===== src/rtl/bpt_pkg.sv =====
// ----------------------------------------------------------------------------
// bpt_pkg
// Shared widths, scaling shifts, register indexes and the coefficient bundle
// for the barometric pressure and temperature compensation pipeline.
// ----------------------------------------------------------------------------
package bpt_pkg;

  // Field widths
  localparam int RAW_W     = 24;
  localparam int COEF_W    = 16;
  localparam int TEMP_W    = 19;
  localparam int PRES_W    = 22;
  localparam int CFG_IDX_W = 3;

  // Internal datapath widths
  localparam int DT_W      = RAW_W + 1;        // raw temp minus scaled reference
  localparam int TC_PROD_W = COEF_W + 1 + DT_W; // coefficient times deviation
  localparam int OFF_W     = 35;
  localparam int SENS_W    = 34;
  localparam int SENS_LO_W = 17;
  localparam int SENS_HI_W = SENS_W - SENS_LO_W;
  localparam int PP_LO_W   = RAW_W + SENS_LO_W;
  localparam int PP_HI_W   = RAW_W + 1 + SENS_HI_W;
  localparam int PROD_W    = 59;
  localparam int DIFF_W    = 39;

  // Scaling
  localparam int TEMP_BASE      = 2000;
  localparam int REF_TEMP_SHIFT = 8;
  localparam int OFF_C_SHIFT    = 16;
  localparam int OFF_TC_SHIFT   = 7;
  localparam int SENS_C_SHIFT   = 15;
  localparam int SENS_TC_SHIFT  = 8;
  localparam int TEMP_DIV_SHIFT = 23;
  localparam int TEMP_RND       = 2 ** TEMP_DIV_SHIFT - 1;
  localparam int P_MUL_SHIFT    = 21;
  localparam int P_OUT_SHIFT    = 15;

  typedef enum logic [CFG_IDX_W-1:0] {
    REG_SENS      = 3'd0,
    REG_OFFSET    = 3'd1,
    REG_SENS_TC   = 3'd2,
    REG_OFFSET_TC = 3'd3,
    REG_REF_TEMP  = 3'd4,
    REG_TEMP_SENS = 3'd5
  } cfg_reg_e;

  typedef struct packed {
    logic [COEF_W-1:0] sens;
    logic [COEF_W-1:0] offset;
    logic [COEF_W-1:0] sens_tc;
    logic [COEF_W-1:0] offset_tc;
    logic [COEF_W-1:0] ref_temp;
    logic [COEF_W-1:0] temp_sens;
  } coef_t;

endpackage


===== src/rtl/bpt_cfg_regs.sv =====
// ----------------------------------------------------------------------------
// bpt_cfg_regs
// Calibration word registers, written one beat at a time by index.
// ----------------------------------------------------------------------------
module bpt_cfg_regs (
  input  logic                             clk_i,
  input  logic                             rst_ni,
  input  logic                             cfg_valid_i,
  output logic                             cfg_ready_o,
  input  logic [bpt_pkg::CFG_IDX_W-1:0]    cfg_index_i,
  input  logic [bpt_pkg::COEF_W-1:0]       cfg_data_i,
  output bpt_pkg::coef_t                   coef_o
);

  bpt_pkg::coef_t coef_q;

  assign cfg_ready_o = 1'b1;
  assign coef_o      = coef_q;

  always_ff @(posedge clk_i or negedge rst_ni) begin
    if (!rst_ni) begin
      coef_q <= '0;
    end else if (cfg_valid_i) begin
      case (bpt_pkg::cfg_reg_e'(cfg_index_i))
        bpt_pkg::REG_SENS:      coef_q.sens      <= cfg_data_i;
        bpt_pkg::REG_OFFSET:    coef_q.offset    <= cfg_data_i;
        bpt_pkg::REG_SENS_TC:   coef_q.sens_tc   <= cfg_data_i;
        bpt_pkg::REG_OFFSET_TC: coef_q.offset_tc <= cfg_data_i;
        bpt_pkg::REG_REF_TEMP:  coef_q.ref_temp  <= cfg_data_i;
        bpt_pkg::REG_TEMP_SENS: coef_q.temp_sens <= cfg_data_i;
        default: begin
          // drop writes to unused indexes
        end
      endcase
    end
  end

endmodule


===== config.mk =====
export PLATFORM = sky130hd
export DESIGN_NAME = bpt_cfg_regs
export DESIGN_NICKNAME = d
export VERILOG_FILES = /design/src/rtl/bpt_pkg.sv /design/src/rtl/bpt_cfg_regs.sv
export SDC_FILE = /design/constraint.sdc
export NUM_CORES = 1
export LEC_CHECK = 0
export CAP_MARGIN = 0
export CORE_ASPECT_RATIO = 1.75
export CORE_UTILIZATION = 55
export DETAILED_ROUTE_END_ITERATION = 16
export DONT_BUFFER_PORTS = 1
export PLACE_DENSITY = 0.72
export SLEW_MARGIN = 20
export SYNTH_ARGS = -nofsm -noshare
export SYNTH_HDL_FRONTEND = slang
export SYNTH_SLANG_ARGS = --single-unit

===== constraint.sdc =====
create_clock -name clk_i -period 0.8 [get_ports clk_i]
set_input_delay 0.12 -clock clk_i [delete_from_list [all_inputs] [get_ports clk_i]]
set_output_delay 0.12 -clock clk_i [all_outputs]
set_load 0.005 [all_outputs]

Yosys cells after proc, flatten, opt, wreduce, memory -nomap -nowiden
Index checks and enable logic that the tools add are counted.

Equality and inequality tests: 5. Reduce and logical (&&, ||, !) cells: 7.

Operators with widths (count): AND reduction 2 bit (6); equality test 3 x 2 -> 1 bit, second input constant (2); equality test 3 bit, second input constant (2); equality test 3 x 1 -> 1 bit, second input constant (1); zero test 3 bit (1).

Bits in registers: 96. Input port bits: 22. Output and inout port bits: 97. Word-level logic and storage cells: 18.

Logic depth before layout (Yosys ltp)
Depth in word-level cells: 2. Mapped depth: 5. Gate-level depth less buffers: 2.

Worst setup path after synthesis
Ideal clock, no wire load.

Path type: input-to-reg. Start point: input cfg_index_i[0] (netlist name). End point: register coef_q (netlist bit coef_o[80]). Setup time: 0.125 ns. Arrival time: 1.183 ns. Slack: -0.508 ns. Stages on the path: 4. Cell sequence: buf_6 nor4b_4 buf_6 mux2_2.

Longest elaborated chain between the ends: 2.

Ends and longest elaborated chain: from (decl) (line bpt_cfg_regs.sv:10) `input logic [bpt_pkg::CFG_IDX_W-1:0] cfg_index_i,`; zero test 3 bit (line bpt_cfg_regs.sv:24) `case (bpt_pkg::cfg_reg_e'(cfg_index_i))`; AND reduction 2 bit (no source line); to (decl) (line bpt_cfg_regs.sv:15) `bpt_pkg::coef_t coef_q;`.

Every way passes these cells. A chain may end at the register's enable or synchronous reset.

Worst setup path after layout
Start point: register coef_q (netlist bit coef_o[86]). End point: output coef_o[86] (netlist name).

RTL lines: to (decl) (line bpt_cfg_regs.sv:12) `output bpt_pkg::coef_t coef_o`.

No word-level cell between the ends.

==> results.toml <==
[status]
outcome = "finished with violations"
violations = "negative hold slack, negative setup slack"

[hold_path]
hp-class = "in2async"

[floorplanning]
die-area_um2 = 7050
initial_core_util_pct = 56.9
design.portCount = 119
die_x_um = 63.9
core_um2 = 6490
row_count = 39
die_y_um = 110

[global_routing]
grt_first_pass_wirelength_um = 15000
grt_start_max_net_pins = 97
track_usage_pct = 30.1
grt_overflow = 0
grt_pass1_vias = 2702
grt_antenna_before_repair = 0

[synthesis]
netlist_instances = 210
ys_warn_count = 0
synth_area_leaders = "dfrtp_1, mux2_2, buf_6"
synth_top_family_by_area = "multiplexers"
synth_area_um2 = 3690
synth_compound_area_share_pct = 0
seq_area_frac_synth_pct = 65.1
ys_types = 12
synth_xor_area_share_pct = 0
synth_top_cell_area_share_pct = 65.1
yosys.area_share.simple_pct = 2.48
synth_fp_nets = 232
synthAdderAreaFrac_pct = 0
synth_seq_cells = 96
synthMuxAreaShare_pct = 29.3
synth.avg_cell_area_um2 = 17.6
synth_area_leader_cell = "dfrtp_1"

[critical_path]
critPathSlowestCell = "dfrtp_1"
rrSetupSlack_ps = -160
worstPathMaxFanout = 2
max_stage_delay_ps = 420
crit_chain = "buf_6"
crit_buf_inv = 1
critPathLaunchType = "register"
required_ps = 680
crit_family = "flip-flops"
arrival_ps = 900
crit_type = "reg2out"
setup.worst_path.end_class = "output pin"

[detailed_routing]
first_pass_iters = 4
vias = 2554
drt-initial-drc-count = 162
drc = 0
detail_route.wl_per_cell_um = 26.6
ant_nets = 0
via_per_inst = 5.65
drt-total-wl_um = 12000

[pwr]
peakVddDrop_uv = 2340
power_uw = 16200
leakagePower_uw = 0.00299
powerDensity_nw_per_um2 = 2720

[flow_run]
drv_cap = 0

[clock_tree]
cts_max_level = 3
clock_path_buffers = 2
cts.sinks = 96
tritoncts = "yes"
clk_latency_ps = 340
numCtsBuffers = 9
clk_pin_slew_worst_paths_ps = 60
cts_hold_buffers = 16
ctsRootBufferMaster = "clkbuf_16"

[timing]
whs_ps = -529
rsz0062_at_grt = "true"
fin_crit_sh_pct = 128
timing.final.crit_period_ps = 1020
clock_skew_ps = 0
setup_violations = 162
hold_viol_final = 96
setup_ws_ps = -222
drv_slew = 0
max_freq_mhz = 978

[placed_design]
dp_hpwl_um = 5730
port_buffers = 0
place_congestion = 0.698
dp_slack_ps = -327
place_inst = 374

[final_layout]
areaGrowthSynthToFinish_pct = 61.3
layout-drive-gt1-share_pct = 69.2
n_antenna_cell = 0
layout_common_cells = "buf_6, dfrtp_1, mux2_4"
fin_cells = 452
n_fill_cell = 216
largest_reg_flops = 96
final_common_cell = "buf_6"
final_nets = 388
## final timing paths
path	startpoint	endpoint	cells past startpoint
worst min register to register	coef_o[41]	coef_o[41]	1
max in group asynchronous	rst_ni	coef_o[12]	0
worst min-delay path	rst_ni	coef_o[39]	0
worst max-delay path	coef_o[86]	coef_o[86]	1
worst max register to register	coef_o[65]	coef_o[65]	2
min in group clk_i	cfg_index_i[1]	coef_o[88]	3
## synth_stat cells
master	n
buf_8	1
buf_6	7
nor4b_4	1
dfrtp_1	96
conb_1	1
mux2_1	1
nand4b_2	2
and4bb_2	2
buf_4	1
buf_2	2
mux2_2	95
and4bb_1	1
## final cells by class
| cell class | instances | area (µm²) | area share [%] |
|---|---|---|---|
| repair buffers | 156 | 1760 | 29.5 |
| flip-flops and latches | 96 | 2400 | 40.4 |
| well taps | 82 | 103 | 1.72 |
| clock buffers | 11 | 253 | 4.25 |
| multi-input cells | 103 | 1420 | 23.8 |
| clock inverters | 4 | 20.0 | 0.336 |
## metrics by stage
stage / util [%] / instance area [µm²] / TNS, ps
2_1_floorplan: - / 3890 / -27410
3_3_place_gp: 71.2 / 4620 / -20200
3_5_place_dp: 71.2 / 4620 / -22350
4_1_cts: 87.4 / 5670 / -19730
5_1_grt: 91.7 / 5950 / -24910
6_report: 91.7 / 5950 / -22720
## where the power goes
group | total, µW | internal [µW] | switching [µW]
sequential | 7010 | 5930 | 1070
combinational | 5170 | 3770 | 1400
clock | 4030 | 2240 | 1790
total | 16200 | 11900 | 4260
## layer usage
metal  part of all wire, %  global-route usage [%]  up-vias
met5                     0                       0        -
met4                   2.2                    13.0        0
li1                      -                       -     1052
met2                    55                    53.6      114
met3                   5.1                    6.89       18
met1                    38                    34.3     1370
## kinds of logic (layout without fill, tap and decap cells)
group / Yosys count / in the layout
other: 1 / 1
and+or+nand+nor: 6 / 6
buffers and inverters: 11 / 171
DFF: 96 / 96
muxes: 96 / 96
## timing repair
item                       in CTS  in global routing
resized for setup              90                 61
setup buffers                  38                  9
hold endpoints to repair      192                 96
pin swaps                       0                  0
setup endpoints to repair      99                190
No activity file was read; power rests on OpenSTA's default activity.
