<file path="src/rtl/bpt_pkg.sv">
// ----------------------------------------------------------------------------
// bpt_pkg
// Shared widths, scaling shifts, register indexes and the coefficient bundle
// for the barometric pressure and temperature compensation pipeline.
// ----------------------------------------------------------------------------
package bpt_pkg;

  // Field widths
  localparam int RAW_W     = 24;
  localparam int COEF_W    = 16;
  localparam int TEMP_W    = 19;
  localparam int PRES_W    = 22;
  localparam int CFG_IDX_W = 3;

  // Internal datapath widths
  localparam int DT_W      = RAW_W + 1;        // raw temp minus scaled reference
  localparam int TC_PROD_W = COEF_W + 1 + DT_W; // coefficient times deviation
  localparam int OFF_W     = 35;
  localparam int SENS_W    = 34;
  localparam int SENS_LO_W = 17;
  localparam int SENS_HI_W = SENS_W - SENS_LO_W;
  localparam int PP_LO_W   = RAW_W + SENS_LO_W;
  localparam int PP_HI_W   = RAW_W + 1 + SENS_HI_W;
  localparam int PROD_W    = 59;
  localparam int DIFF_W    = 39;

  // Scaling
  localparam int TEMP_BASE      = 2000;
  localparam int REF_TEMP_SHIFT = 8;
  localparam int OFF_C_SHIFT    = 16;
  localparam int OFF_TC_SHIFT   = 7;
  localparam int SENS_C_SHIFT   = 15;
  localparam int SENS_TC_SHIFT  = 8;
  localparam int TEMP_DIV_SHIFT = 23;
  localparam int TEMP_RND       = 2 ** TEMP_DIV_SHIFT - 1;
  localparam int P_MUL_SHIFT    = 21;
  localparam int P_OUT_SHIFT    = 15;

  typedef enum logic [CFG_IDX_W-1:0] {
    REG_SENS      = 3'd0,
    REG_OFFSET    = 3'd1,
    REG_SENS_TC   = 3'd2,
    REG_OFFSET_TC = 3'd3,
    REG_REF_TEMP  = 3'd4,
    REG_TEMP_SENS = 3'd5
  } cfg_reg_e;

  typedef struct packed {
    logic [COEF_W-1:0] sens;
    logic [COEF_W-1:0] offset;
    logic [COEF_W-1:0] sens_tc;
    logic [COEF_W-1:0] offset_tc;
    logic [COEF_W-1:0] ref_temp;
    logic [COEF_W-1:0] temp_sens;
  } coef_t;

endpackage

</file>
<file path="src/rtl/bpt_press_stage.sv">
// ----------------------------------------------------------------------------
// bpt_press_stage
// Stages 4 to 6: raw pressure times sensitivity as two partial products,
// their sum, then scale, offset removal and the output register.
// ----------------------------------------------------------------------------
module bpt_press_stage (
  input  logic                                clk_i,
  input  logic                                rst_ni,
  input  logic                                in_valid_i,
  output logic                                in_ready_o,
  input  logic [bpt_pkg::RAW_W-1:0]           d1_i,
  input  logic signed [bpt_pkg::OFF_W-1:0]    off_i,
  input  logic signed [bpt_pkg::SENS_W-1:0]   sens_i,
  input  logic signed [bpt_pkg::TEMP_W-1:0]   temp_i,
  output logic                                out_valid_o,
  input  logic                                out_ready_i,
  output logic signed [bpt_pkg::TEMP_W-1:0]   temperature_centi_o,
  output logic signed [bpt_pkg::PRES_W-1:0]   pressure_centi_o
);

  logic rdy4, rdy5, rdy6;
  logic v4_q, v5_q, v6_q;

  // stage 4
  logic [bpt_pkg::SENS_LO_W-1:0]          sens_lo;
  logic signed [bpt_pkg::SENS_HI_W-1:0]   sens_hi;
  logic [bpt_pkg::PP_LO_W-1:0]            pp_lo_d, pp_lo_q;
  logic signed [bpt_pkg::PP_HI_W-1:0]     pp_hi_d, pp_hi_q;
  logic signed [bpt_pkg::OFF_W-1:0]       off_4_q, off_5_q;
  logic signed [bpt_pkg::TEMP_W-1:0]      temp_4_q, temp_5_q, temp_6_q;
  // stage 5
  logic signed [bpt_pkg::PROD_W-1:0]      hi_ext, lo_ext, prod_d, prod_q;
  // stage 6
  logic signed [bpt_pkg::PROD_W-1:0]      scaled;
  logic signed [bpt_pkg::DIFF_W-1:0]      diff, pres_full;
  logic signed [bpt_pkg::PRES_W-1:0]      pres_d, pres_q;

  assign rdy6       = ~v6_q | out_ready_i;
  assign rdy5       = ~v5_q | rdy6;
  assign rdy4       = ~v4_q | rdy5;
  assign in_ready_o = rdy4;

  assign sens_lo = sens_i[bpt_pkg::SENS_LO_W-1:0];
  assign sens_hi = $signed(sens_i[bpt_pkg::SENS_W-1:bpt_pkg::SENS_LO_W]);
  assign pp_lo_d = d1_i * sens_lo;
  assign pp_hi_d = $signed({1'b0, d1_i}) * sens_hi;

  always_comb begin
    hi_ext    = bpt_pkg::PROD_W'(pp_hi_q);
    lo_ext    = $signed(bpt_pkg::PROD_W'(pp_lo_q));
    prod_d    = (hi_ext <<< bpt_pkg::SENS_LO_W) + lo_ext;
    scaled    = prod_q >>> bpt_pkg::P_MUL_SHIFT;
    diff      = bpt_pkg::DIFF_W'(scaled) - bpt_pkg::DIFF_W'(off_5_q);
    pres_full = diff >>> bpt_pkg::P_OUT_SHIFT;
    pres_d    = bpt_pkg::PRES_W'(pres_full);
  end

  always_ff @(posedge clk_i or negedge rst_ni) begin
    if (!rst_ni) begin
      v4_q <= 1'b0;
      v5_q <= 1'b0;
      v6_q <= 1'b0;
    end else begin
      if (rdy4) v4_q <= in_valid_i;
      if (rdy5) v5_q <= v4_q;
      if (rdy6) v6_q <= v5_q;
    end
  end

  always_ff @(posedge clk_i) begin
    if (rdy4) begin
      pp_lo_q  <= pp_lo_d;
      pp_hi_q  <= pp_hi_d;
      off_4_q  <= off_i;
      temp_4_q <= temp_i;
    end
    if (rdy5) begin
      prod_q   <= prod_d;
      off_5_q  <= off_4_q;
      temp_5_q <= temp_4_q;
    end
    if (rdy6) begin
      pres_q   <= pres_d;
      temp_6_q <= temp_5_q;
    end
  end

  assign out_valid_o         = v6_q;
  assign temperature_centi_o = temp_6_q;
  assign pressure_centi_o    = pres_q;

endmodule

</file>
<file path="config.mk">
export PLATFORM = sky130hd
export DESIGN_NAME = bpt_press_stage
export DESIGN_NICKNAME = d
export VERILOG_FILES = /design/src/rtl/bpt_pkg.sv /design/src/rtl/bpt_press_stage.sv
export SDC_FILE = /design/constraint.sdc
export NUM_CORES = 2
export LEC_CHECK = 0
export BUFFER_PORTS_ARGS = -buffer_cell sky130_fd_sc_hd__buf_2
export CORE_ASPECT_RATIO = 0.5
export CORE_MARGIN = 2
export CORE_UTILIZATION = 39
export CTS_CLUSTER_DIAMETER = 60
export DETAILED_ROUTE_END_ITERATION = 8
export MAX_ROUTING_LAYER = met4
export REMOVE_ABC_BUFFERS = 1
export SETUP_SLACK_MARGIN = 0.2
export SLEW_MARGIN = 20
export SYNTH_ARGS = -nofsm -noshare
export SYNTH_HDL_FRONTEND = slang
export SYNTH_SLANG_ARGS = --single-unit
</file>
<file path="constraint.sdc">
create_clock -name clk_i -period 7.25 [get_ports clk_i]
set_input_delay 0 -clock clk_i [delete_from_list [all_inputs] [get_ports clk_i]]
set_output_delay 0 -clock clk_i [all_outputs]
set_load 0.05 [all_outputs]
</file>
### After elaboration in Yosys (flattened, before gate mapping)

Cells that the tools add are included.

| storage, ports and cells | value |
|---|---|
| register bits after elaboration | 292 |
| word-level logic and storage cells | 22 |
| input bits | 116 |
| output and inout port bits | 43 |

| cells by class | value |
|---|---|
| add/subtract/negate cells | 2 |
| bitwise logic cells | 6 |
| multipliers | 2 |

Operators with widths:

| cell | number |
|---|---|
| $add 58x42->58 | 1 |
| $mul 24x17->41 | 1 |
| $mul 25x17->41 | 1 |
| $sub 37x35->37 | 1 |
| $not 1->1 | 3 |
| $or 1x1->1 | 3 |

### Logic depth before layout (Yosys ltp)

| logic depth | value |
|---|---|
| depth in word-level cells | 4 |
| mapped depth | 24 |
| mapped depth without buffers | 22 |

### Worst setup path after synthesis

Ideal clock, no wire load.

| timing | value |
|---|---|
| path kind | register -> register |
| start | reg v6_q, in the netlist out_valid_o |
| end | reg off_4_q[0] in the netlist's numbering, enable pin |
| setup slack | 0.973 ns |
| arrival time | 4.492 ns |
| library setup time | 1.785 ns |
| stages on the path, launching flop included | 2 |
| clock period less this slack | 6.277 ns |
| path buffers | 0 |
| data required time | 5.465 ns |
| path through | dfrtp_1 -> nand4b_1 |

| between the ends | value |
|---|---|
| longest elaborated chain between the ends | 4 |

RTL lines:

| what | line | RTL |
|---|---|---|
| from (decl) | bpt_press_stage.sv:22 | `logic v4_q, v5_q, v6_q;` |
| from (signal assigned) | bpt_press_stage.sv:66 | `if (rdy6) v6_q <= v5_q;` |
| $not 1->1 | bpt_press_stage.sv:38 | `assign rdy6 = ~v6_q \| out_ready_i;` |
| $or 1x1->1 | bpt_press_stage.sv:38 |  |
| $or 1x1->1 | bpt_press_stage.sv:39 | `assign rdy5 = ~v5_q \| rdy6;` |
| $or 1x1->1 | bpt_press_stage.sv:40 | `assign rdy4 = ~v4_q \| rdy5;` |
| named net in_ready_o | bpt_press_stage.sv:10 | `output logic in_ready_o,` |
| to (signal assigned) | bpt_press_stage.sv:74 | `off_4_q <= off_i;` |
| to (decl) | bpt_press_stage.sv:29 | `logic signed [bpt_pkg::OFF_W-1:0] off_4_q, off_5_q;` |

The timed path passes the listed nets, and every way through them passes these cells.
A chain may end at the register's enable or synchronous reset.

### Worst setup path in the final report

| timing | value |
|---|---|
| start | in d1_i[7] in the netlist's numbering |
| end | reg pp_hi_q[40] in the netlist's numbering (data pin) |

| between the ends | value |
|---|---|
| longest elaborated chain between the ends | 1 |

RTL lines:

| what | line | RTL |
|---|---|---|
| from (decl) | bpt_press_stage.sv:11 | `input logic [bpt_pkg::RAW_W-1:0] d1_i,` |
| $mul 25x17->41 | bpt_press_stage.sv:46 | `assign pp_hi_d = $signed({1'b0, d1_i}) * sens_hi;` |
| named net pp_hi_d (one bit) | bpt_press_stage.sv:28 | `logic signed [bpt_pkg::PP_HI_W-1:0] pp_hi_d, pp_hi_q;` |
| to (signal assigned) | bpt_press_stage.sv:73 | `pp_hi_q <= pp_hi_d;` |
| to (decl) | bpt_press_stage.sv:28 |  |

The timed path passes the listed nets, and every way through them passes these cells.

==> results.cfg <==
[worst_setup_path]
worstSetupStartpointType = input port
crit_path_end_kind = register
r2r_start = pp_lo_q[19]
startpoint = d1_i[7]
rr_endpoint = prod_q[57]
path_delay_family = adder cells
slowest_delay_ns = 0.56
crit_path_frequent_cell = fa_1
worst-path-buf-inv = 7
crit_type = input port to register
rrSetupSlack_ns = 4.32
cp_max_fo = 22
cp.required_ns = 7.57
cp_data_arrival_time_ns = 6.21
path_cells = buf_2 -> buf_4 -> nand2_1 -> fa_1 -> inv_1 -> fa_1 -> inv_1 -> fa_1 -> inv_1 -> fa_1 -> fa_1 -> inv_1 -> fa_1 -> inv_1 -> ha_1 -> nand4_1 -> a21oi_1 -> o21ai_0 -> a311oi_1 -> o21ai_0 -> a31oi_1 -> o22ai_1 -> xnor2_1
critPathSlowestCell = fa_1
reg2reg_depth = 9
cp-endpoint = pp_hi_q[40]
cp.depth = 23

[placement]
dp.cells = 5018
dp_hpwl_um = 71910
place.gp.congestion = 0.8961
io_buffers = 158

[route]
via_count = 25530
first_iter_violations = 1584
drc_errors = 0
ant_nets = 0
viasPerCell = 4.975
wire_per_inst_um = 18.13
wl_um = 93040
first_pass_iters = 6

[global_route]
antenna_found_initial = 4
grt_max_degree = 77
grt_pass1_wl_um = 151200
grtUsageTotal = 0.2014
grt_pass1_vias = 27840
overflow = 0

[timing]
hold_violations = 0
drv_slew = 0
clock_skew_ns = 0.03012
tns_ns = 0
rsz0062_at_grt = false
finalSetupViolCount = 0
max_freq_mhz = 170.0
worstMarginPinSlew_ns = 1.054
max_slew_margin = 0.2911
fin_crit_sh = 0.8114
hold_ws_ns = 0.08847
fin_crit_ns = 5.883

[clocking]
cts_tree = built
htreeDepth = 1
clk_path_buf_depth = 3
cts_buffers = 29
root_buffer = clkbuf_16
clk_pin_slew_ns = 0.07
clock_sinks = 254
clk_latency_ns = 0.58
post-cts-setup-buffers = 0

[yosys]
ys_types = 72
synthesis.area_um2 = 36800
syn_inst = 3726
avgSynthCellArea_um2 = 9.878
synth_seq_cells = 254
synth_ff_type = edfxtp_1
yosysSeqAreaShare = 0.2068
synth_edf_count = 251
async_flop_share = 0.01181
ys_warn_count = 0

[cells_and_area]
synthToLayoutAreaGrowth_pct = 9.679
multi_input_area_um2 = 25460
instances_no_fill = 5131
final_core_util = 0.4331
nNetsFinal = 4931
fillers = 8893
drive_gt1_frac = 0.07150
final_cell_mix = inv_1 (836), fa_1 (656), nand2_1 (541)
layout_commonest_cell = inv_1
regArea_um2 = 7612

[floorplanning]
io_pins = 159
fp-row-count = 79
die_height_um = 221.2
initial_utilization = 0.3948
dieArea_um2 = 96990
die_w_um = 438.4
core_area_um2 = 93210

[min_path]
hold_path.class = input port to register

[outcome]
status = finished clean

[run]
max_cap_violations = 0
-- cells in the mapped netlist, types with 11 or more instances --
cell | number | area [um^2]
a211oi_1 | 11 | 82.58
a21o_1 | 62 | 465.5
a21oi_1 | 95 | 475.5
a31oi_1 | 16 | 100.1
and2_1 | 338 | 2115
and3_1 | 17 | 106.4
clkbuf_1 | 153 | 574.3
edfxtp_1 | 251 | 7537
fa_1 | 656 | 13130
ha_1 | 308 | 3854
inv_1 | 836 | 3138
nand2_1 | 541 | 2031
nand2b_1 | 23 | 143.9
nand3_1 | 23 | 115.1
nand4_1 | 25 | 156.4
nor2_1 | 58 | 217.7
nor2b_1 | 12 | 75.07
nor3_1 | 15 | 75.07
o21ai_0 | 48 | 240.2
xnor2_1 | 82 | 718.2
xor2_1 | 35 | 306.5
-- metrics by stage --
| step | area [um^2] | setup slack (ns) |
|---|---|---|
| after global placement | 38840 | 0.8852 |
| after CTS | 40360 | 1.438 |
| final | 40370 | 1.367 |
| after detailed placement | 38840 | 0.8183 |
| after global routing | 40370 | 1.156 |
| after floorplan | 36210 | 0.9733 |
-- flip-flops by register name, summed over array words and instances (netlist names) --
| name | flops |
|---|---|
| prod_q | 37 |
| pressure_centi_o | 22 |
| temp_5_q | 19 |
| temperature_centi_o | 19 |
| pp_hi_q | 41 |
| pp_lo_q | 24 |
| out_valid_o | 1 |
| off_5_q | 35 |
| v5_q | 1 |
| v4_q | 1 |
| off_4_q | 35 |
| temp_4_q | 19 |
-- worst min-delay path by stage --
stage	start	to	slack (ns)	cells past startpoint
floorplan	rst_ni	out_valid_o	-0.30	0
global placement	rst_ni	out_valid_o	-0.20	1
detailed placement	rst_ni	v4_q	-0.20	1
CTS	sens_i[17]	pp_hi_q[0]	0.06	2
global route	sens_i[17]	pp_hi_q[0]	0.08	2
finish	sens_i[17]	pp_hi_q[0]	0.09	2
-- area by class of cell --
type / count / share of cell area
Multi-Input combinational cell: 2480 / 0.6308
Sequential cell: 254 / 0.1886
Inverter: 836 / 0.07774
Timing Repair Buffer: 250 / 0.04023
Tap cell: 1255 / 0.03890
Clock buffer: 32 / 0.01826
Clock inverter: 22 / 0.005393
Antenna cell: 2 / 0.0001240
-- timing repair --
item / CTS / global route
hold endpoints to repair: 58 / 0
hold buffers: 57 / 0
gates resized for setup: 0 / 0
-- per-layer routing --
layer / wire, um / part of all wire / track usage / up-vias
met3: 6498 / 0.070 / 0.02933 / 111
met5: 0 / 0 / - / -
met2: 43760 / 0.47 / 0.3278 / 787
met4: 1632 / 0.018 / 0.04049 / 0
li1: - / - / - / 11660
met1: 41150 / 0.44 / 0.2686 / 12970
-- cell families after synthesis --
kind of cell,synth area share
AOI/OAI and AO/OA,0.06031
xor gates and xnor gates,0.02784
adders and majority gates,0.4615
buffers and inverters,0.1014
DFF,0.2068
and+or+nand+nor,0.1421
Power is not shown: default switching activity piles up to over one toggle a cycle in this logic, so the estimate is an artifact.
