<file path="src/rtl/bpt_pkg.sv">
// ----------------------------------------------------------------------------
// bpt_pkg
// Shared widths, scaling shifts, register indexes and the coefficient bundle
// for the barometric pressure and temperature compensation pipeline.
// ----------------------------------------------------------------------------
package bpt_pkg;

  // Field widths
  localparam int RAW_W     = 24;
  localparam int COEF_W    = 16;
  localparam int TEMP_W    = 19;
  localparam int PRES_W    = 22;
  localparam int CFG_IDX_W = 3;

  // Internal datapath widths
  localparam int DT_W      = RAW_W + 1;        // raw temp minus scaled reference
  localparam int TC_PROD_W = COEF_W + 1 + DT_W; // coefficient times deviation
  localparam int OFF_W     = 35;
  localparam int SENS_W    = 34;
  localparam int SENS_LO_W = 17;
  localparam int SENS_HI_W = SENS_W - SENS_LO_W;
  localparam int PP_LO_W   = RAW_W + SENS_LO_W;
  localparam int PP_HI_W   = RAW_W + 1 + SENS_HI_W;
  localparam int PROD_W    = 59;
  localparam int DIFF_W    = 39;

  // Scaling
  localparam int TEMP_BASE      = 2000;
  localparam int REF_TEMP_SHIFT = 8;
  localparam int OFF_C_SHIFT    = 16;
  localparam int OFF_TC_SHIFT   = 7;
  localparam int SENS_C_SHIFT   = 15;
  localparam int SENS_TC_SHIFT  = 8;
  localparam int TEMP_DIV_SHIFT = 23;
  localparam int TEMP_RND       = 2 ** TEMP_DIV_SHIFT - 1;
  localparam int P_MUL_SHIFT    = 21;
  localparam int P_OUT_SHIFT    = 15;

  typedef enum logic [CFG_IDX_W-1:0] {
    REG_SENS      = 3'd0,
    REG_OFFSET    = 3'd1,
    REG_SENS_TC   = 3'd2,
    REG_OFFSET_TC = 3'd3,
    REG_REF_TEMP  = 3'd4,
    REG_TEMP_SENS = 3'd5
  } cfg_reg_e;

  typedef struct packed {
    logic [COEF_W-1:0] sens;
    logic [COEF_W-1:0] offset;
    logic [COEF_W-1:0] sens_tc;
    logic [COEF_W-1:0] offset_tc;
    logic [COEF_W-1:0] ref_temp;
    logic [COEF_W-1:0] temp_sens;
  } coef_t;

endpackage

</file>
<file path="src/rtl/bpt_coef_stage.sv">
// ----------------------------------------------------------------------------
// bpt_coef_stage
// Stages 1 to 3: temperature deviation, the three coefficient products, and
// offset, sensitivity and compensated temperature.
// ----------------------------------------------------------------------------
module bpt_coef_stage (
  input  logic                                clk_i,
  input  logic                                rst_ni,
  input  bpt_pkg::coef_t                      coef_i,
  input  logic                                in_valid_i,
  output logic                                in_ready_o,
  input  logic [bpt_pkg::RAW_W-1:0]           raw_pressure_i,
  input  logic [bpt_pkg::RAW_W-1:0]           raw_temperature_i,
  output logic                                out_valid_o,
  input  logic                                out_ready_i,
  output logic [bpt_pkg::RAW_W-1:0]           d1_o,
  output logic signed [bpt_pkg::OFF_W-1:0]    off_o,
  output logic signed [bpt_pkg::SENS_W-1:0]   sens_o,
  output logic signed [bpt_pkg::TEMP_W-1:0]   temp_o
);

  logic rdy1, rdy2, rdy3;
  logic v1_q, v2_q, v3_q;

  // stage 1
  logic [bpt_pkg::RAW_W-1:0]         d1_1_q;
  logic signed [bpt_pkg::DT_W-1:0]   dt_d, dt_q;
  // stage 2
  logic [bpt_pkg::RAW_W-1:0]            d1_2_q;
  logic signed [bpt_pkg::COEF_W:0]      c_off_tc, c_sens_tc, c_temp_sens;
  logic signed [bpt_pkg::TC_PROD_W-1:0] off_prod_d, sens_prod_d, temp_prod_d;
  logic signed [bpt_pkg::TC_PROD_W-1:0] off_prod_q, sens_prod_q, temp_prod_q;
  // stage 3
  logic [bpt_pkg::RAW_W-1:0]            d1_3_q;
  logic signed [bpt_pkg::TC_PROD_W-1:0] off_shift, sens_shift, temp_adj, temp_shift;
  logic signed [bpt_pkg::OFF_W-1:0]     off_base, off_tc, off_d, off_q;
  logic signed [bpt_pkg::SENS_W-1:0]    sens_base, sens_tc, sens_d, sens_q;
  logic signed [bpt_pkg::TEMP_W-1:0]    temp_d, temp_q;

  // a stage takes a new beat when it is empty or its contents move on
  assign rdy3       = ~v3_q | out_ready_i;
  assign rdy2       = ~v2_q | rdy3;
  assign rdy1       = ~v1_q | rdy2;
  assign in_ready_o = rdy1;

  assign dt_d = $signed({1'b0, raw_temperature_i})
              - $signed({1'b0, coef_i.ref_temp, bpt_pkg::REF_TEMP_SHIFT'(0)});

  assign c_off_tc    = $signed({1'b0, coef_i.offset_tc});
  assign c_sens_tc   = $signed({1'b0, coef_i.sens_tc});
  assign c_temp_sens = $signed({1'b0, coef_i.temp_sens});
  assign off_prod_d  = c_off_tc * dt_q;
  assign sens_prod_d = c_sens_tc * dt_q;
  assign temp_prod_d = c_temp_sens * dt_q;

  always_comb begin
    off_shift  = off_prod_q >>> bpt_pkg::OFF_TC_SHIFT;
    sens_shift = sens_prod_q >>> bpt_pkg::SENS_TC_SHIFT;
    off_base   = bpt_pkg::OFF_W'({coef_i.offset, bpt_pkg::OFF_C_SHIFT'(0)});
    sens_base  = bpt_pkg::SENS_W'({coef_i.sens, bpt_pkg::SENS_C_SHIFT'(0)});
    off_tc     = bpt_pkg::OFF_W'(off_shift);
    sens_tc    = bpt_pkg::SENS_W'(sens_shift);
    off_d      = off_base + off_tc;
    sens_d     = sens_base + sens_tc;
    // bias negative products so the shift rounds toward zero
    temp_adj   = temp_prod_q[bpt_pkg::TC_PROD_W-1]
               ? temp_prod_q + bpt_pkg::TC_PROD_W'(bpt_pkg::TEMP_RND)
               : temp_prod_q;
    temp_shift = temp_adj >>> bpt_pkg::TEMP_DIV_SHIFT;
    temp_d     = bpt_pkg::TEMP_W'(temp_shift) + bpt_pkg::TEMP_W'(bpt_pkg::TEMP_BASE);
  end

  always_ff @(posedge clk_i or negedge rst_ni) begin
    if (!rst_ni) begin
      v1_q <= 1'b0;
      v2_q <= 1'b0;
      v3_q <= 1'b0;
    end else begin
      if (rdy1) v1_q <= in_valid_i;
      if (rdy2) v2_q <= v1_q;
      if (rdy3) v3_q <= v2_q;
    end
  end

  always_ff @(posedge clk_i) begin
    if (rdy1) begin
      d1_1_q <= raw_pressure_i;
      dt_q   <= dt_d;
    end
    if (rdy2) begin
      d1_2_q      <= d1_1_q;
      off_prod_q  <= off_prod_d;
      sens_prod_q <= sens_prod_d;
      temp_prod_q <= temp_prod_d;
    end
    if (rdy3) begin
      d1_3_q <= d1_2_q;
      off_q  <= off_d;
      sens_q <= sens_d;
      temp_q <= temp_d;
    end
  end

  assign out_valid_o = v3_q;
  assign d1_o        = d1_3_q;
  assign off_o       = off_q;
  assign sens_o      = sens_q;
  assign temp_o      = temp_q;

endmodule

</file>
<file path="config.mk">
export PLATFORM = sky130hd
export DESIGN_NAME = bpt_coef_stage
export DESIGN_NICKNAME = d
export VERILOG_FILES = /design/src/rtl/bpt_pkg.sv /design/src/rtl/bpt_coef_stage.sv
export SDC_FILE = /design/constraint.sdc
export NUM_CORES = 2
export LEC_CHECK = 0
export ABC_AREA = 1
export BUFFER_PORTS_ARGS = -buffer_cell sky130_fd_sc_hd__buf_2
export CORE_MARGIN = 1.5
export CORE_UTILIZATION = 39
export DETAILED_ROUTE_END_ITERATION = 7
export PLACE_DENSITY = 0.51
export SLEW_MARGIN = 20
export SYNTH_ARGS = -nofsm -noshare
export SYNTH_HDL_FRONTEND = slang
export SYNTH_SLANG_ARGS = --single-unit
</file>
<file path="constraint.sdc">
create_clock -name clk_i -period 7.6 [get_ports clk_i]
set_input_delay 0.76 -clock clk_i [delete_from_list [all_inputs] [get_ports clk_i]]
set_output_delay 0.76 -clock clk_i [all_outputs]
set_load 0.01 [all_outputs]
</file>
* After elaboration in Yosys (flattened, before gate mapping)
Cells that the tools add are included. Widths: inputs -> output; s select.
Storage, ports and cells: output and inout bits 114, register bits 314, logic and storage cells 28, input bits 148
Cells by class: multipliers 3, add/subtract/negate cells 5, bitwise logic cells 6, mux-type cells 1
Operators by type and width (number):
- $mul 17x25->42 | 3
- $add 42x24->42 const B | 1
- $mux 42 | 1
- $add 33x35->35 | 1
- $add 32x34->34 | 1
- $sub 24x24->25 | 1
- $add 19x12->19 const B | 1
- $not 1->1 | 3
- $or 1x1->1 | 3

* Logic depth before layout (Yosys ltp)
depth in word-level cells 4, depth in mapped cells 30, mapped depth without buffers 28

* Worst setup path after synthesis
Ideal clock, no wire load.
path type input port to flip-flop, from input port out_ready_i, to register d1_2_q[0] in the netlist's numbering (enable), setup slack 981 ps, path buffers 0, arrival time 6131 ps, required time 7112 ps, cell stages on the path 4, library setup time 488 ps, cell sequence inv_1 -> nand2_1 -> nor2_1 -> inv_1
On the way: longest elaborated chain between the ends 2
RTL lines:
- from (decl) | RTL line bpt_coef_stage.sv:15 | input logic out_ready_i,
- $or 1x1->1 | RTL line bpt_coef_stage.sv:41 | assign rdy3 = ~v3_q | out_ready_i;
- net rdy3 | RTL line bpt_coef_stage.sv:22 | logic rdy1, rdy2, rdy3;
- $or 1x1->1 | RTL line bpt_coef_stage.sv:42 | assign rdy2 = ~v2_q | rdy3;
- net rdy2 | RTL line bpt_coef_stage.sv:22
- to (signal assigned) | RTL line bpt_coef_stage.sv:91 | d1_2_q <= d1_1_q;
- to (decl) | RTL line bpt_coef_stage.sv:29 | logic [bpt_pkg::RAW_W-1:0] d1_2_q;
The timed path passes the listed nets, and every way through them passes these cells. A chain may end at the register's enable or synchronous reset.

* Final worst setup path
from register dt_q[17] in the netlist's numbering, to register sens_prod_q[37] in the netlist's numbering (data pin)
On the way: longest elaborated chain between the ends 1
RTL lines:
- from (decl) | RTL line bpt_coef_stage.sv:27 | logic signed [bpt_pkg::DT_W-1:0] dt_d, dt_q;
- from (signal assigned) | RTL line bpt_coef_stage.sv:88 | dt_q <= dt_d;
- $mul 17x25->42 | RTL line bpt_coef_stage.sv:53 | assign sens_prod_d = c_sens_tc * dt_q;
- net sens_prod_d (one bit) | RTL line bpt_coef_stage.sv:31 | logic signed [bpt_pkg::TC_PROD_W-1:0] off_prod_d, sens_prod_d, temp_prod_d;
- to (signal assigned) | RTL line bpt_coef_stage.sv:93 | sens_prod_q <= sens_prod_d;
- to (decl) | RTL line bpt_coef_stage.sv:32 | logic signed [bpt_pkg::TC_PROD_W-1:0] off_prod_q, sens_prod_q, temp_prod_q;
The timed path passes the listed nets, and every way through them passes these cells.

==> impl_metrics.csv <==
group,metric,value,unit
clocking,numCtsBuffers,39,
floorplanning,start_util,39.3,%
synthesis,synth_top_area_cell,"fa_1",
global_route,grt.total_usage,21.2,%
clocking,clockBufferDepth,3,
synthesis,synth_seq_area_share,15.7,%
placed_design,dp_hpwl,124,mm
synthesis,synth_edf_count,296,
sta,finalMaxSlewViolations,0,
floorplanning,die_x,386,µm
clocking,cts.sinks,299,
clocking,cts_root_buffer,"clkbuf_16",
clocking,path_clk_slew,60,ps
global_route,grt_pass1_wl,248,mm
clocking,htreeDepth,2,
drt,dr_total_vias,41200,
worst_setup_path,critPathArrivalTime,7120,ps
clocking,holdBufCountCts,1,
global_route,gr-total-overflow,0,
synthesis,yosysMostFrequentCell,"inv_1",
global_route,grt_max_degree,84,
cells_and_area,areaGrowthSynthToFinish,8.40,%
clocking,clock_latency,620,ps
drt,route.detailed.drc,0,
sta,slew_headroom,35.9,%
cells_and_area,final_area,62100,µm²
synthesis,synth_common_cells,"inv_1 (2065), nand2_1 (1599), fa_1 (1172), ha_1 (354), edfxtp_1 (296)",
synthesis,synth_seq_cells,299,
sta,worst_slew_pin_slew,961,ps
drt,detail-route-antenna-nets,0,
worst_setup_path,required,7950,ps
placed_design,placed_area,60800,µm²
run_status,status,"finished clean",
global_route,grt_pass1_vias,45100,
drt,wl_per_cell,17.3,µm
worst_hold_path,worstHoldPathType,"in -> reg",
synthesis,netlist_area,57300,µm²
synthesis,synth_top_cell_area_share,41.0,%
cells_and_area,fill_cells,14700,
cells_and_area,drive_above_1_share,6.65,%
floorplanning,num_rows,140,
synthesis,synthCells,6698,
cells_and_area,final_nets,8489,
synthesis,syn_avg_cell_area,8.55,µm²
drt,first_pass_iters,7,
synthesis,synth_cell_types,53,
drt,drt_wl_total,151,mm
sta,worst_clock_skew,31.4,ps
synthesis,synthTopCellsByArea,"fa_1 (41%), edfxtp_1 (16%), inv_1 (14%)",
sta,fin_crit,6770,ps
sta,fin_tns_setup,0,ps
drt,vias_per_cell,4.70,
sta,hold_viol,0,
floorplanning,coreArea,146000,µm²
worst_setup_path,crit_path_start_kind,"flip-flop",
worst_setup_path,worstSetupPathType,"reg -> reg",
floorplanning,die_area,149000,µm²
job,maxCapViolations,0,
sta,fmax,0.148,GHz
placed_design,io_buffer_count,261,
clocking,cts_tree,"built",
global_route,antenna_found_initial,7,
synthesis,synth_flop_cell,"edfxtp_1",
clocking,cts_setup_buffers,0,
clocking,cts-resized-gates,0,
drt,drt_iter0_markers,2074,
sta,fin_crit_sh,89.1,%
synthesis,yosys_warnings,0,
placed_design,gp_congestion,0.900,
sta,finalSetupViolations,0,
synthesis,syn_nets,8372,
worst_setup_path,cp_max_fo,18,
floorplanning,fp.dieH,386,µm
worst_setup_path,worst_setup_path_end_kind,"flip-flop",
floorplanning,io_pins,262,
synthesis,async_flop_share,1.00,%
sta,grt_setup_unrepaired,"no",
-- cell type report --
type | count | area (µm²) | share of cell area (%)
Clock buffer | 42 | 987 | 1.59
Tap cell | 1917 | 2400 | 3.86
Inverter | 2072 | 7790 | 12.5
Timing Repair Buffer | 345 | 2150 | 3.47
Sequential cell | 299 | 8960 | 14.4
Clock inverter | 27 | 277 | 0.445
Multi-Input combinational cell | 4058 | 39500 | 63.6
Antenna cell | 2 | 5.00 | 0.00806
-- critical path, stage by stage (launching register included) --
cell	delay, ps
edfxtp_1	850
buf_4	410
nand2_1	120
fa_1	550
inv_1	50
fa_1	510
fa_1	570
fa_1	450
fa_1	490
inv_1	50
fa_1	480
inv_1	50
ha_1	350
a21oi_1	220
a21boi_0	280
o21ai_0	240
a221oi_1	360
nand3_1	230
xor2_1	190
-- cell families (layout without fill, tap and decap cells) --
family	Yosys count	count (layout)	share of synthesized area [%]
AO/OA/AOI/OAI	390	390	3.93
XOR/XNOR	180	180	2.75
adder cells (fa/ha/maj)	1526	1526	48.7
buffers and inverters	2341	2486	15.4
flip-flops	299	299	15.7
other	0	2	0
AND/OR/NAND/NOR	1962	1962	13.6
-- layout by cell type (no fill, tap or decap), drive strengths merged, types with 97 or more instances in the layout --
master  netlist  final
inv        2068   2073
nand2      1615   1615
fa         1172   1172
ha          354    354
buf          33    344
edfxtp      296    296
nor2        205    205
a21oi       171    171
xor2        124    124
o21ai        97     97
-- flip-flops by register name, summed over array words and instances (netlist names) --
name         count
out_valid_o      1
temp_prod_q     42
temp_o          19
d1_1_q          24
v1_q             1
dt_q            25
off_prod_q      35
v2_q             1
sens_prod_q     34
d1_2_q          24
off_o           35
d1_o            24
sens_o          34
-- metrics by stage --
stage	hold WS, ps	utilization (%)	instances	setup slack (ps)
2_1_floorplan	400	-	6698	981
6_report	312	42.6	8762	828
4_1_cts	269	42.6	8760	684
3_3_place_gp	400	41.7	8690	363
3_5_place_dp	405	41.7	8690	339
5_1_grt	289	42.6	8761	537
-- final timing paths --
path | depth (start not counted) | from | endpoint | slack (ps)
worst min register to register | 0 | d1_2_q[23] | d1_o[23] | 410
worst max register to register | 18 | dt_q[17] | sens_prod_q[37] | 830
max in group asynchronous | 2 | rst_ni | out_valid_o | 7020
worst max-delay path | 18 | dt_q[17] | sens_prod_q[37] | 830
min in group asynchronous | 2 | rst_ni | v1_q | 470
worst min-delay path | 1 | raw_temperature_i[3] | dt_q[3] | 310
-- per-layer routing --
metal | GRT usage [%] | share of wire, % | vias to the layer above
met5 | 0 | 0.034 | -
met2 | 35.0 | 47 | 911
met3 | 2.43 | 4.7 | 161
met4 | 4.39 | 1.9 | 8
met1 | 30.0 | 47 | 20700
li1 | - | - | 19400
Power is left out: the tool's default activity adds up to more than one toggle a clock period on the data nets, which glitch-free logic cannot reach.
